==> config.mk <==
export PLATFORM = sky130hd
export DESIGN_NAME = host_binding_table
export DESIGN_NICKNAME = d
export VERILOG_FILES = /design/src/hbt_pkg.sv /design/src/host_binding_table.sv /design/src/hbt_ram.sv /design/src/hbt_ctrl.sv /design/src/hbt_datapath.sv
export SDC_FILE = /design/constraint.sdc
export NUM_CORES = 2
export LEC_CHECK = 0
export ABC_AREA = 1
export BUFFER_PORTS_ARGS = -buffer_cell sky130_fd_sc_hd__buf_2
export CORE_MARGIN = 4
export CORE_UTILIZATION = 36
export DETAILED_ROUTE_END_ITERATION = 8
export SYNTH_ARGS = -nofsm -noshare
export SYNTH_HDL_FRONTEND = slang
export SYNTH_SLANG_ARGS = --single-unit
==> constraint.sdc <==
create_clock -name clk -period 10.6 [get_ports clk]
set_input_delay 2.12 -clock clk [delete_from_list [all_inputs] [get_ports clk]]
set_output_delay 2.12 -clock clk [all_outputs]
set_load 0.02 [all_outputs]
==> src/hbt_pkg.sv <==
// Package for the host binding table: operation and status codes, defaults and handshake types.
`timescale 1ns / 1ps
`default_nettype none
package hbt_pkg;

	// Defaults for the top-level parameters.
	localparam int TABLE_ENTRIES_DEF = 32;
	localparam int FLAG_BITS_DEF = 32;

	// Fixed field widths of one word on the ports.
	localparam int MAC_W = 48;
	localparam int IP_W = 32;
	localparam int FLAG_IN_W = 32;
	localparam int MODE_W = 3;
	localparam int STATUS_W = 2;
	localparam int TOTAL_W = 6;

	// Operation codes.
	localparam logic [MODE_W-1:0] MODE_LEARN = 3'd0;
	localparam logic [MODE_W-1:0] MODE_DELETE = 3'd1;
	localparam logic [MODE_W-1:0] MODE_REGISTER = 3'd2;
	localparam logic [MODE_W-1:0] MODE_UPDATE = 3'd3;
	localparam logic [MODE_W-1:0] MODE_SEARCH = 3'd4;

	// Result status codes.
	localparam logic [STATUS_W-1:0] ST_DONE = 2'd0;
	localparam logic [STATUS_W-1:0] ST_NOT_FOUND = 2'd1;
	localparam logic [STATUS_W-1:0] ST_FULL = 2'd2;
	localparam logic [STATUS_W-1:0] ST_CLEARED = 2'd3;

	// IP value stored by a register operation.
	localparam logic [IP_W-1:0] ZERO_IP = '0;

	// Commands from the controller to the datapath.
	typedef struct packed {
		logic load;
		logic eval;
		logic finish;
		logic add;
	} hbt_cmd_t;

	// Status from the datapath to the controller.
	typedef struct packed {
		logic scan_end;
		logic stop;
		logic need_append;
	} hbt_stat_t;

endpackage
`default_nettype wire

==> src/host_binding_table.sv <==
// Top level of the host binding table: controller and datapath.
//
// Usage: a request word (mode, mac_addr, ip_addr, block_flags) is taken at a
// rising edge where start is high and busy is low. The block then stays busy
// until it shows one result word (status, found_mac, found_flags, entry_total)
// for exactly one cycle with done high. The receiver cannot hold results off.
// Entries live in one RAM with a registered read port; every scan step has a
// read state that reads an entry and an evaluate state that evaluates and
// possibly writes it. Learn, delete, update and a search that finds nothing
// walk all n valid entries, and a learn that appends or clears adds an append
// step. Search stops at the first IP match. Register goes straight to the
// append step, and an unknown mode goes straight from idle to the done
// state. Delete compacts the table in the same pass with a separate
// write pointer. After done the block is idle and can take the next word in
// the next cycle. Reset empties the table (entry count zero) and returns the
// controller to idle; the RAM contents are not cleared, since only entries
// below the count are ever read.
`timescale 1ns / 1ps
`default_nettype none
module host_binding_table #(
	parameter int TABLE_ENTRIES = hbt_pkg::TABLE_ENTRIES_DEF,
	parameter int FLAG_BITS = hbt_pkg::FLAG_BITS_DEF
) (
	input  wire logic                             clk,
	input  wire logic                             arst_n,
	input  wire logic                             start,
	output logic                                  busy,
	input  wire logic [hbt_pkg::MODE_W-1:0]       mode,
	input  wire logic [hbt_pkg::MAC_W-1:0]        mac_addr,
	input  wire logic [hbt_pkg::IP_W-1:0]         ip_addr,
	input  wire logic [hbt_pkg::FLAG_IN_W-1:0]    block_flags,
	output logic                                  done,
	output logic      [hbt_pkg::STATUS_W-1:0]     status,
	output logic      [hbt_pkg::MAC_W-1:0]        found_mac,
	output logic      [hbt_pkg::FLAG_IN_W-1:0]    found_flags,
	output logic      [hbt_pkg::TOTAL_W-1:0]      entry_total
);
	import hbt_pkg::*;

	hbt_cmd_t  cmd;
	hbt_stat_t stat;

	hbt_ctrl u_ctrl (
		.clk   (clk),
		.arst_n(arst_n),
		.start (start),
		.mode  (mode),
		.stat  (stat),
		.cmd   (cmd),
		.busy  (busy),
		.done  (done)
	);

	hbt_datapath #(
		.TABLE_ENTRIES(TABLE_ENTRIES),
		.FLAG_BITS    (FLAG_BITS)
	) u_datapath (
		.clk        (clk),
		.arst_n     (arst_n),
		.cmd        (cmd),
		.stat       (stat),
		.mode       (mode),
		.mac_addr   (mac_addr),
		.ip_addr    (ip_addr),
		.block_flags(block_flags),
		.status     (status),
		.found_mac  (found_mac),
		.found_flags(found_flags),
		.entry_total(entry_total)
	);

endmodule
`default_nettype wire

==> src/hbt_ram.sv <==
// Generic simple dual-port RAM with one write port and a registered read port.
`timescale 1ns / 1ps
`default_nettype none
module hbt_ram #(
	parameter int WIDTH = 8,
	parameter int DEPTH = 32
) (
	input  wire logic                     clk,
	input  wire logic                     we,
	input  wire logic [$clog2(DEPTH)-1:0] waddr,
	input  wire logic [WIDTH-1:0]         wdata,
	input  wire logic [$clog2(DEPTH)-1:0] raddr,
	output logic      [WIDTH-1:0]         rdata
);

	logic [WIDTH-1:0] mem_q [DEPTH];

	// Write and registered read.
	always_ff @(posedge clk) begin
		if (we) begin
			mem_q[waddr] <= wdata;
		end
		rdata <= mem_q[raddr];
	end

endmodule
`default_nettype wire

==> src/hbt_ctrl.sv <==
// Controller state machine that sequences table scans, appends and the result strobe.
`timescale 1ns / 1ps
`default_nettype none
module hbt_ctrl (
	input  wire logic                          clk,
	input  wire logic                          arst_n,
	input  wire logic                          start,
	input  wire logic [hbt_pkg::MODE_W-1:0]    mode,
	input  wire hbt_pkg::hbt_stat_t            stat,
	output hbt_pkg::hbt_cmd_t                  cmd,
	output logic                               busy,
	output logic                               done
);
	import hbt_pkg::*;

	localparam logic [2:0] S_IDLE = 3'd0;
	localparam logic [2:0] S_SCAN_RD = 3'd1;
	localparam logic [2:0] S_SCAN_EV = 3'd2;
	localparam logic [2:0] S_END = 3'd3;
	localparam logic [2:0] S_ADD = 3'd4;
	localparam logic [2:0] S_DONE = 3'd5;

	logic [2:0] state_q;
	logic [2:0] state_d;

	// Next state and commands.
	always_comb begin
		state_d = state_q;
		cmd = '0;
		case (state_q)
			S_IDLE: begin
				if (start) begin
					cmd.load = 1'b1;
					case (mode)
						MODE_LEARN, MODE_DELETE, MODE_UPDATE, MODE_SEARCH: state_d = S_SCAN_RD;
						MODE_REGISTER: state_d = S_ADD;
						default: state_d = S_DONE;
					endcase
				end
			end
			S_SCAN_RD: begin
				state_d = stat.scan_end ? S_END : S_SCAN_EV;
			end
			S_SCAN_EV: begin
				cmd.eval = 1'b1;
				state_d = stat.stop ? S_DONE : S_SCAN_RD;
			end
			S_END: begin
				cmd.finish = 1'b1;
				state_d = stat.need_append ? S_ADD : S_DONE;
			end
			S_ADD: begin
				cmd.add = 1'b1;
				state_d = S_DONE;
			end
			S_DONE: begin
				state_d = S_IDLE;
			end
			default: begin
				state_d = S_IDLE;
			end
		endcase
	end

	// State register.
	always_ff @(posedge clk or negedge arst_n) begin
		if (!arst_n) begin
			state_q <= S_IDLE;
		end else begin
			state_q <= state_d;
		end
	end

	assign busy = (state_q != S_IDLE);
	assign done = (state_q == S_DONE);

	// An accepted word always makes the block busy in the next cycle.
	a_start_busy: assert property (@(posedge clk) disable iff (!arst_n)
		(start && !busy) |=> busy)
		else $error("accepted word did not raise busy");

	// The result strobe lasts exactly one cycle and returns to idle.
	a_done_idle: assert property (@(posedge clk) disable iff (!arst_n)
		done |=> (state_q == S_IDLE))
		else $error("result strobe not followed by idle");

	// At most one datapath command is issued in any cycle.
	a_cmd_onehot: assert property (@(posedge clk) disable iff (!arst_n)
		$onehot0(cmd))
		else $error("conflicting datapath commands");

endmodule
`default_nettype wire

==> src/hbt_datapath.sv <==
// Datapath: request registers, scan pointers, entry count, table memory and result registers.
`timescale 1ns / 1ps
`default_nettype none
module hbt_datapath #(
	parameter int TABLE_ENTRIES = hbt_pkg::TABLE_ENTRIES_DEF,
	parameter int FLAG_BITS = hbt_pkg::FLAG_BITS_DEF
) (
	input  wire logic                             clk,
	input  wire logic                             arst_n,
	input  wire hbt_pkg::hbt_cmd_t                cmd,
	output hbt_pkg::hbt_stat_t                    stat,
	input  wire logic [hbt_pkg::MODE_W-1:0]       mode,
	input  wire logic [hbt_pkg::MAC_W-1:0]        mac_addr,
	input  wire logic [hbt_pkg::IP_W-1:0]         ip_addr,
	input  wire logic [hbt_pkg::FLAG_IN_W-1:0]    block_flags,
	output logic      [hbt_pkg::STATUS_W-1:0]     status,
	output logic      [hbt_pkg::MAC_W-1:0]        found_mac,
	output logic      [hbt_pkg::FLAG_IN_W-1:0]    found_flags,
	output logic      [hbt_pkg::TOTAL_W-1:0]      entry_total
);
	import hbt_pkg::*;

	localparam int AW = $clog2(TABLE_ENTRIES);
	localparam int CW = $clog2(TABLE_ENTRIES + 1);
	localparam int EW = MAC_W + IP_W + FLAG_BITS;
	localparam logic [CW-1:0] FULL_COUNT = CW'(TABLE_ENTRIES);

	// Latched request word.
	logic [MODE_W-1:0]    mode_q;
	logic [MAC_W-1:0]     mac_q;
	logic [IP_W-1:0]      ip_q;
	logic [FLAG_BITS-1:0] flags_q;

	// Scan and table state.
	logic [CW-1:0]        count_q;
	logic [CW-1:0]        rp_q;
	logic [CW-1:0]        wp_q;
	logic                 hit_q;
	logic                 change_q;

	// Result registers.
	logic [STATUS_W-1:0]  status_q;
	logic [MAC_W-1:0]     fmac_q;
	logic [FLAG_BITS-1:0] fflags_q;

	// Memory port signals.
	logic                 ram_we;
	logic [AW-1:0]        ram_waddr;
	logic [EW-1:0]        ram_wdata;
	logic [EW-1:0]        rd_data;

	// Fields of the entry read in the previous cycle.
	logic [MAC_W-1:0]     e_mac;
	logic [IP_W-1:0]      e_ip;
	logic [FLAG_BITS-1:0] e_flags;
	logic                 mac_eq;
	logic                 ip_eq;
	logic                 learn_chg;

	assign e_flags = rd_data[FLAG_BITS-1:0];
	assign e_ip = rd_data[FLAG_BITS +: IP_W];
	assign e_mac = rd_data[FLAG_BITS + IP_W +: MAC_W];
	assign mac_eq = (e_mac == mac_q);
	assign ip_eq = (e_ip == ip_q);

	// On the first MAC match a learn decides whether the IP changes; later matches follow it.
	assign learn_chg = hit_q ? change_q : !ip_eq;

	hbt_ram #(
		.WIDTH(EW),
		.DEPTH(TABLE_ENTRIES)
	) u_ram (
		.clk  (clk),
		.we   (ram_we),
		.waddr(ram_waddr),
		.wdata(ram_wdata),
		.raddr(rp_q[AW-1:0]),
		.rdata(rd_data)
	);

	// Status back to the controller.
	assign stat.scan_end = (rp_q >= count_q);
	assign stat.stop = (mode_q == MODE_SEARCH) && ip_eq;
	assign stat.need_append = (mode_q == MODE_LEARN) && !hit_q;

	// Memory write selection for scan updates, compaction and appends.
	always_comb begin
		ram_we = 1'b0;
		ram_waddr = rp_q[AW-1:0];
		ram_wdata = rd_data;
		if (cmd.eval) begin
			case (mode_q)
				MODE_LEARN: begin
					ram_we = mac_eq && learn_chg;
					ram_wdata = {e_mac, ip_q, e_flags};
				end
				MODE_DELETE: begin
					ram_we = !mac_eq;
					ram_waddr = wp_q[AW-1:0];
				end
				MODE_UPDATE: begin
					ram_we = mac_eq;
					ram_wdata = {e_mac, e_ip, flags_q};
				end
				default: begin
					ram_we = 1'b0;
				end
			endcase
		end else if (cmd.add) begin
			ram_we = (count_q != FULL_COUNT);
			ram_waddr = count_q[AW-1:0];
			if (mode_q == MODE_LEARN) begin
				ram_wdata = {mac_q, ip_q, {FLAG_BITS{1'b0}}};
			end else begin
				ram_wdata = {mac_q, ZERO_IP, flags_q};
			end
		end
	end

	// Request word, held for the whole operation.
	always_ff @(posedge clk) begin
		if (cmd.load) begin
			mode_q <= mode;
			mac_q <= mac_addr;
			ip_q <= ip_addr;
			flags_q <= FLAG_BITS'(block_flags);
		end
	end

	// Control state: pointers, count, hit tracking and result status.
	always_ff @(posedge clk or negedge arst_n) begin
		if (!arst_n) begin
			count_q <= '0;
			rp_q <= '0;
			wp_q <= '0;
			hit_q <= 1'b0;
			change_q <= 1'b0;
			status_q <= ST_DONE;
		end else begin
			if (cmd.load) begin
				rp_q <= '0;
				wp_q <= '0;
				hit_q <= 1'b0;
				change_q <= 1'b0;
				status_q <= ST_DONE;
			end
			if (cmd.eval) begin
				rp_q <= rp_q + 1'b1;
				case (mode_q)
					MODE_LEARN: begin
						if (mac_eq) begin
							hit_q <= 1'b1;
							change_q <= learn_chg;
						end
					end
					MODE_DELETE: begin
						if (mac_eq) begin
							hit_q <= 1'b1;
						end else begin
							wp_q <= wp_q + 1'b1;
						end
					end
					MODE_UPDATE: begin
						if (mac_eq) begin
							hit_q <= 1'b1;
						end
					end
					MODE_SEARCH: begin
						if (ip_eq) begin
							hit_q <= 1'b1;
						end
					end
					default: begin
						hit_q <= hit_q;
					end
				endcase
			end
			if (cmd.finish) begin
				if (mode_q == MODE_DELETE) begin
					count_q <= wp_q;
				end
				if (!hit_q && (mode_q == MODE_DELETE || mode_q == MODE_UPDATE ||
						mode_q == MODE_SEARCH)) begin
					status_q <= ST_NOT_FOUND;
				end
			end
			if (cmd.add) begin
				if (count_q != FULL_COUNT) begin
					count_q <= count_q + 1'b1;
				end else if (mode_q == MODE_LEARN) begin
					count_q <= '0;
					status_q <= ST_CLEARED;
				end else begin
					status_q <= ST_FULL;
				end
			end
		end
	end

	// Found entry of a search; cleared for every new word.
	always_ff @(posedge clk) begin
		if (cmd.load) begin
			fmac_q <= '0;
			fflags_q <= '0;
		end else if (cmd.eval && stat.stop) begin
			fmac_q <= e_mac;
			fflags_q <= e_flags;
		end
	end

	assign status = status_q;
	assign found_mac = fmac_q;
	assign found_flags = FLAG_IN_W'(fflags_q);
	assign entry_total = TOTAL_W'(count_q);

	// The entry count never exceeds the table depth.
	a_count_max: assert property (@(posedge clk) disable iff (!arst_n)
		count_q <= FULL_COUNT)
		else $error("entry count above table depth");

	// Compaction never writes ahead of the entry being read.
	a_wp_le_rp: assert property (@(posedge clk) disable iff (!arst_n)
		wp_q <= rp_q)
		else $error("compaction pointer passed read pointer");

	// The table is only written during a scan step or an append.
	a_we_cmd: assert property (@(posedge clk) disable iff (!arst_n)
		ram_we |-> (cmd.eval || cmd.add))
		else $error("table write outside scan or append");

endmodule
`default_nettype wire

# Word level (Yosys, flattened, before mapping)
# Memory sizes are Yosys's and may differ from the RTL's. A register that Yosys moved wholly into a read port is not among the register bits.
# Cells that the tools add are included.
# W data, S select, Z words.
classes:
  add_sub_neg: 3
  n_lt_le_gt_ge: 1
  eq_ne: 17
  mux: 50
  n_reduce_logical: 17
op_table:
  columns: ["operator", "count"]
  rows:
  - ["$mux W112", 2]
  - ["$pmux W64 S2", 1]
  - ["$mux W6", 11]
  - ["$mux W64", 1]
  - ["$eq A48 B48 Y1", 1]
  - ["$eq A32 B32 Y1", 1]
  - ["$mux W1", 21]
  - ["$add A6 B1 Y6 const B", 3]
  - ["$eq A3 B2 Y1 const B", 5]
  - ["$mux W5", 3]
  - ["$pmux W3 S5", 1]
  - ["$eq A3 B3 Y1 const B", 4]
  - ["$mux W2", 5]
  - ["$eq A3 B1 Y1 const B", 3]
  - ["$logic_not A3 Y1", 3]
  - ["$ge A6 B6 Y1", 1]
  - ["$mux W3", 2]
  - ["$ne A6 B6 Y1 const B", 1]
  - ["$pmux W3 S2", 1]
  - ["$logic_and A1 B1 Y1", 5]
  - ["$reduce_or A4 Y1", 1]
  - ["$logic_not A1 Y1", 3]
  - ["$ne A3 B3 Y1 const B", 1]
  - ["$pmux W1 S3", 1]
  - ["6 further kinds", 7]
word_totals:
  register_bits: 220
  ramBits: 3584
  inputBits: 118
  output_inout_bits: 90
  wordCells: 102
  memories: 1
mem_list:
  columns: ["name", "words", "word_bits", "rd", "rd_ports_with_merged_regs", "write_ports", "line_no", "rtl"]
  rows:
  - ["u_datapath.u_ram.mem_q", 32, 112, 1, 1, 1, "hbt_ram.sv:16", "logic [WIDTH-1:0] mem_q [DEPTH];"]

# Depth between registers and ports, before layout
logic_depth:
  ltp_word: 8
  ltp_mapped: 16
  ltp_nobuf: 15

# Hierarchy
# Synthesis repeated with hierarchy kept, for this count alone.
unflattened:
  cells_unflattened: 13205
  area_unflattened_um2: 156050.9
modules_own_cells:
  columns: ["mod", "instances", "cells_each", "area_each_um2", "seq_area_each_um2"]
  rows:
  - ["hbt_ram", 1, 11800, 144842.7, 109865.4]
  - ["hbt_datapath", 1, 1364, 10975.5, 5605.4]
  - ["hbt_ctrl", 1, 41, 232.7, 75.1]

# Worst setup path before layout
# No wires, ideal clock.
synth_timing:
  path_kind: "reg-to-reg"
  startpoint: "register u_datapath.rp_q[0]"
  endpoint: "memory u_datapath.u_ram.mem_q[30][0] in the netlist's numbering (enable)"
  setup_ns: 0.620
  arrival_ns: 7.056
  t_required_ns: 9.980
  path_slack_ns: 2.923
  stages_incl_launch_ff: 12
  period_less_slack_ns: 7.677
  path_cell_list: "dfrtp_1 > buf_4 > buf_6 > buf_6 > buf_6 > nor2_1 > inv_1 > a32oi_2 > inv_2 > nor2_4 > nand2_1 > a21oi_1"
synth_between:
  elab_chain_cells: 2
  word_cells_on_any_way: 3
  cone_classes: "3 x mux"
synth_lines:
  columns: ["element", "line_no", "rtl"]
  rows:
  - ["from (decl)", "hbt_datapath.sv:36", "logic [CW-1:0] rp_q;"]
  - ["from (signal assigned)", "hbt_datapath.sv:148", "rp_q <= rp_q + 1'b1;"]
  - ["$mux W5 (on tied branches)", "hbt_datapath.sv:109, hbt_datapath.sv:92", null]
  - ["$mux W5 (*)", "hbt_datapath.sv:91", "if (cmd.eval) begin"]
  - ["to (decl)", "hbt_ram.sv:16", null]
# Every way passes the cells marked *; elsewhere a longest branch is shown, timed or not.

# Worst setup path in the final report
layout_timing:
  startpoint: "register u_datapath.u_ram.rdata[70] (read register of u_datapath.u_ram.mem_q)"
  endpoint: "memory u_datapath.u_ram.mem_q[29][34] in the netlist's numbering (enable)"
layout_between:
  elab_chain_cells: 6
  word_cells_on_any_way: 7
  cone_classes: "1 x eq/ne; 4 x mux; 2 x reduce/logical"
layout_lines:
  columns: ["element", "line_no", "rtl"]
  rows:
  - ["from (decl)", "hbt_ram.sv:13", "output logic [WIDTH-1:0] rdata"]
  - ["$eq A48 B48 Y1 (*)", "hbt_datapath.sv:63", "assign mac_eq = (e_mac == mac_q);"]
  - ["$logic_not A1 Y1 / $logic_and A1 B1 Y1 (equally long branches)", "hbt_datapath.sv:98, hbt_datapath.sv:94", null]
  - ["$pmux W1 S3 (*)", "hbt_datapath.sv:92", "case (mode_q)"]
  - ["$mux W1 (*)", "hbt_datapath.sv:91", null]
  - ["$mux W1 (*)", "hbt_ram.sv:20", "if (we) begin"]
  - ["$mux W1 (implied by the code) (*)", "hbt_ram.sv:21", "mem_q[waddr] <= wdata;"]
# Marked as above.

==> results.cfg <==
[yosys]
synth_top_cell_by_area = edfxtp_1
ys_warn_count = 0
synth_edf_count = 3699
ys_seq_area_share_pct = 75.5
postSynthRegisterBits = 3916
ffs_w_async_s_r_synth_pct = 0.638
synthesis.instances = 11900
synthesis.area_per_instance_sq_um = 12.9
netlist-cell-type-count = 45
mappedNetlistArea_sq_mm = 0.153
netlist_top_cells_area = edfxtp_1 (73%), o21ai_0 (7.3%), nor2_1 (5.6%), o22ai_1 (4.0%), dfxtp_1 (2.5%)
postSynth.topFlopCell = edfxtp_1
synth_nets = 12000
post-synth-top-area-fraction_pct = 72.6

[floorplanning]
initial_core_util_pct = 36.1
die_y_microns = 660
floorplan.die_area_sq_mm = 0.435
dieWidth_microns = 660
io_pins = 208
placeableCoreArea_sq_mm = 0.423
placement_rows = 239

[clocking]
post-cts-setup-buffer-count = 0
hold_buffers = 0
cts_num_sinks = 3916
clk_latency_ns = 0.98
cts_repair_resize_count = 0
tritoncts_clock_tree = built
cts.reportedPaths.clkPinSlew_ns = 0.06
clock_tree.buffer_depth = 4
cts.root.buffer_cell = clkbuf_16
htree_num_levels = 5
cts_buffers = 382

[detailed_routing]
detail-route-antenna-nets = 0
ratio_of_routed_vias_to_standard_cells = 5.60
wirelength_microns = 463000
detailedRoute.firstPassIterationCount = 6
route.vias.total = 100000
detail_route.iter0.violations = 12900
wire_per_inst_microns = 25.9
drt_drc_violations_left = 0

[power_and_ir_drop]
cellPowerDensity_mw_per_mm2 = 298
vdd_ir_drop_max_mv = 0.248
power_leakage_nw = 56.2

[timing]
final_max_slew_viols = 0
worst-slew-pin-transition_ns = 1.37
finalCriticalPeriod_ns = 5.68
finalCritPeriodShare_pct = 53.5
unrepaired_setup_endpoints_after_global_routing = false
worst_hold_slack_ns = 0.441
fmax_mhz = 176
final_layout_setup_total_negative_slack_ns = 0
finalHoldViolations = 0
final.setup_skew_ns = 0.0535
report.final.setup_viol = 0
slew-limit-headroom_pct = 8.91

[place]
placement.io_buffers = 207
hpwlAfterDp_microns = 236000
place_area_sq_mm = 0.161
gp_congestion = 0.804

[layout]
multi_input_area_sq_mm = 0.0338
layout.filler_cells = 39000
syn2layout_area_growth_pct = 13.4
layout.core_utilization_pct = 41.0
stdcell_area_sq_mm = 0.173
area.sequential_sq_mm = 0.116
design.final.nets = 12000
post_route_cells_drive_above_1_share_pct = 9.52

[min_path]
min_delay_path_depth = 2
worstHoldStart = u_datapath.found_mac[19]
min_path_type = reg2reg

[global_routing]
grt_util_all_layers_pct = 20.4
grt_start_max_net_pins = 196
initial_antenna_violation_count = 25
via_count_of_the_first_global_routing_pass = 93600
global_route.overflow_total = 0
grt_pass1_wl_microns = 666000

[setup_path]
arrival_ns = 6.22
worstSetupEndpointType = flip-flop
reg2reg_from = u_datapath.u_ram.rdata[70]
worst-endpoint-required_ns = 11.15
crit_type = reg2reg
worst_setup_path_start_kind = flip-flop
worst_r2r_path_depth = 17
timing.critical_path.fanout_max = 53
critical_path.startpoint = u_datapath.u_ram.rdata[70]

[run_status]
outcome = finished, final reports clean

[run]
maxCapViolCount = 0
[through the flow]
stage / power, W / instances / setup WS (ns)
after global placement: 0.0378 / 17100 / 4.88
after floorplan: 0.0315 / 11900 / 2.92
after CTS: 0.0517 / 17900 / 4.82
after detailed placement: 0.0379 / 17100 / 4.87
after global routing: 0.0539 / 17900 / 4.75
final: 0.0516 / 17900 / 4.92
[critical path, stage by stage, from the launching register on]
cell,delay [ns]
dfxtp_1,0.39
inv_1,0.08
nand2_1,0.06
nand2_1,0.05
nor2_1,0.69
nand2_1,0.20
inv_1,0.10
nand2_1,0.05
nor2_1,0.49
nand3_1,0.28
nor2_1,0.16
nand2_1,0.08
nand2_1,0.12
nand2_2,0.05
buf_4,0.41
a21oi_4,0.23
buf_4,0.72
buf_4,0.96
[power breakdown]
part / internal [W] / leakage (nW) / total, W / switching, W
logic: 0.00392 / 14.8 / 0.0163 / 0.0124
clock network: 0.00794 / 6.21 / 0.0139 / 0.00592
registers: 0.0209 / 35.3 / 0.0215 / 0.000602
[cell usage after synthesis (20+ instances only)]
cell type  instances
edfxtp_1        3699
nor2_1          2290
o21ai_0         2245
o22ai_1          973
nand2_1          674
clkbuf_1         572
buf_2            230
inv_1            224
dfxtp_1          192
a21oi_1          154
o21ai_1          112
o221ai_1         109
nand3_1           85
xnor2_1           40
a22oi_1           32
buf_1             29
dfrtp_1           25
o211ai_1          23
a31oi_1           20
o32ai_1           20
[state kept, by name (all words and copies together), names as in the netlist, 6 cells and up]
signal / count
u_datapath.rp_q: 6
u_datapath.flags_q: 32
u_datapath.u_ram.mem_q: 3584
u_datapath.found_mac: 48
u_datapath.u_ram.rdata: 112
u_datapath.mac_q: 48
u_datapath.wp_q: 6
u_datapath.entry_total: 6
u_datapath.found_flags: 32
u_datapath.ip_q: 32
[cell usage in the layout (no fill, tap or decap), drive strengths merged, types with 154 or more instances in the layout]
cell type / synthesis / layout
a21oi: 154 / 154
o22ai: 973 / 973
o21ai: 2360 / 2360
inv: 234 / 250
clkbuf: 572 / 500
buf: 277 / 462
nor2: 2294 / 2294
edfxtp: 3699 / 3699
dfxtp: 192 / 192
nand2: 674 / 674
[logic make-up (layout without fill, tap and decap cells)]
kind of cell             count (synthesis)  after routing  synth area share, %
flip-flops                            3916           3916                 75.5
adder cells (fa/ha/maj)                 10             10               0.0818
AND/OR/NAND/NOR                       3084           3084                 7.72
other                                    0             15                    0
buffers and inverters                 1086           1411                 2.91
AO/OA/AOI/OAI                         3724           3724                 13.5
XOR/XNOR                                43             43                0.246
[layer usage]
metal,vias up,GRT usage (%),wire [microns]
met3,739,3.26,40800
met1,50600,28.7,193000
met4,4,6.59,15500
met2,4761,32.4,214000
met5,-,0,28
li1,44000,-,-
[worst paths after layout]
path / to / slack (ns)
worst min-delay path: u_datapath.found_mac[19] / 0.44
worst min register to register: u_datapath.found_mac[19] / 0.44
worst max-delay path: u_datapath.u_ram.mem_q[29][34] / 4.92
worst max register to register: u_datapath.u_ram.mem_q[29][34] / 4.92
max in group asynchronous: u_datapath.rp_q[2] / 8.93
min in group asynchronous: u_datapath.status[1] / 1.19
[area by class of cell]
class                           instances  share of cell area (%)
Clock inverter                        212                    1.36
Timing Repair Buffer                  462                    1.89
Sequential cell                      3916                    66.6
Multi-Input combinational cell       6861                    19.5
Tap cell                             5663                    4.09
Antenna cell                           15                  0.0216
Clock buffer                          500                    5.99
Inverter                              237                   0.542
Power figures use the tool's default switching activity.
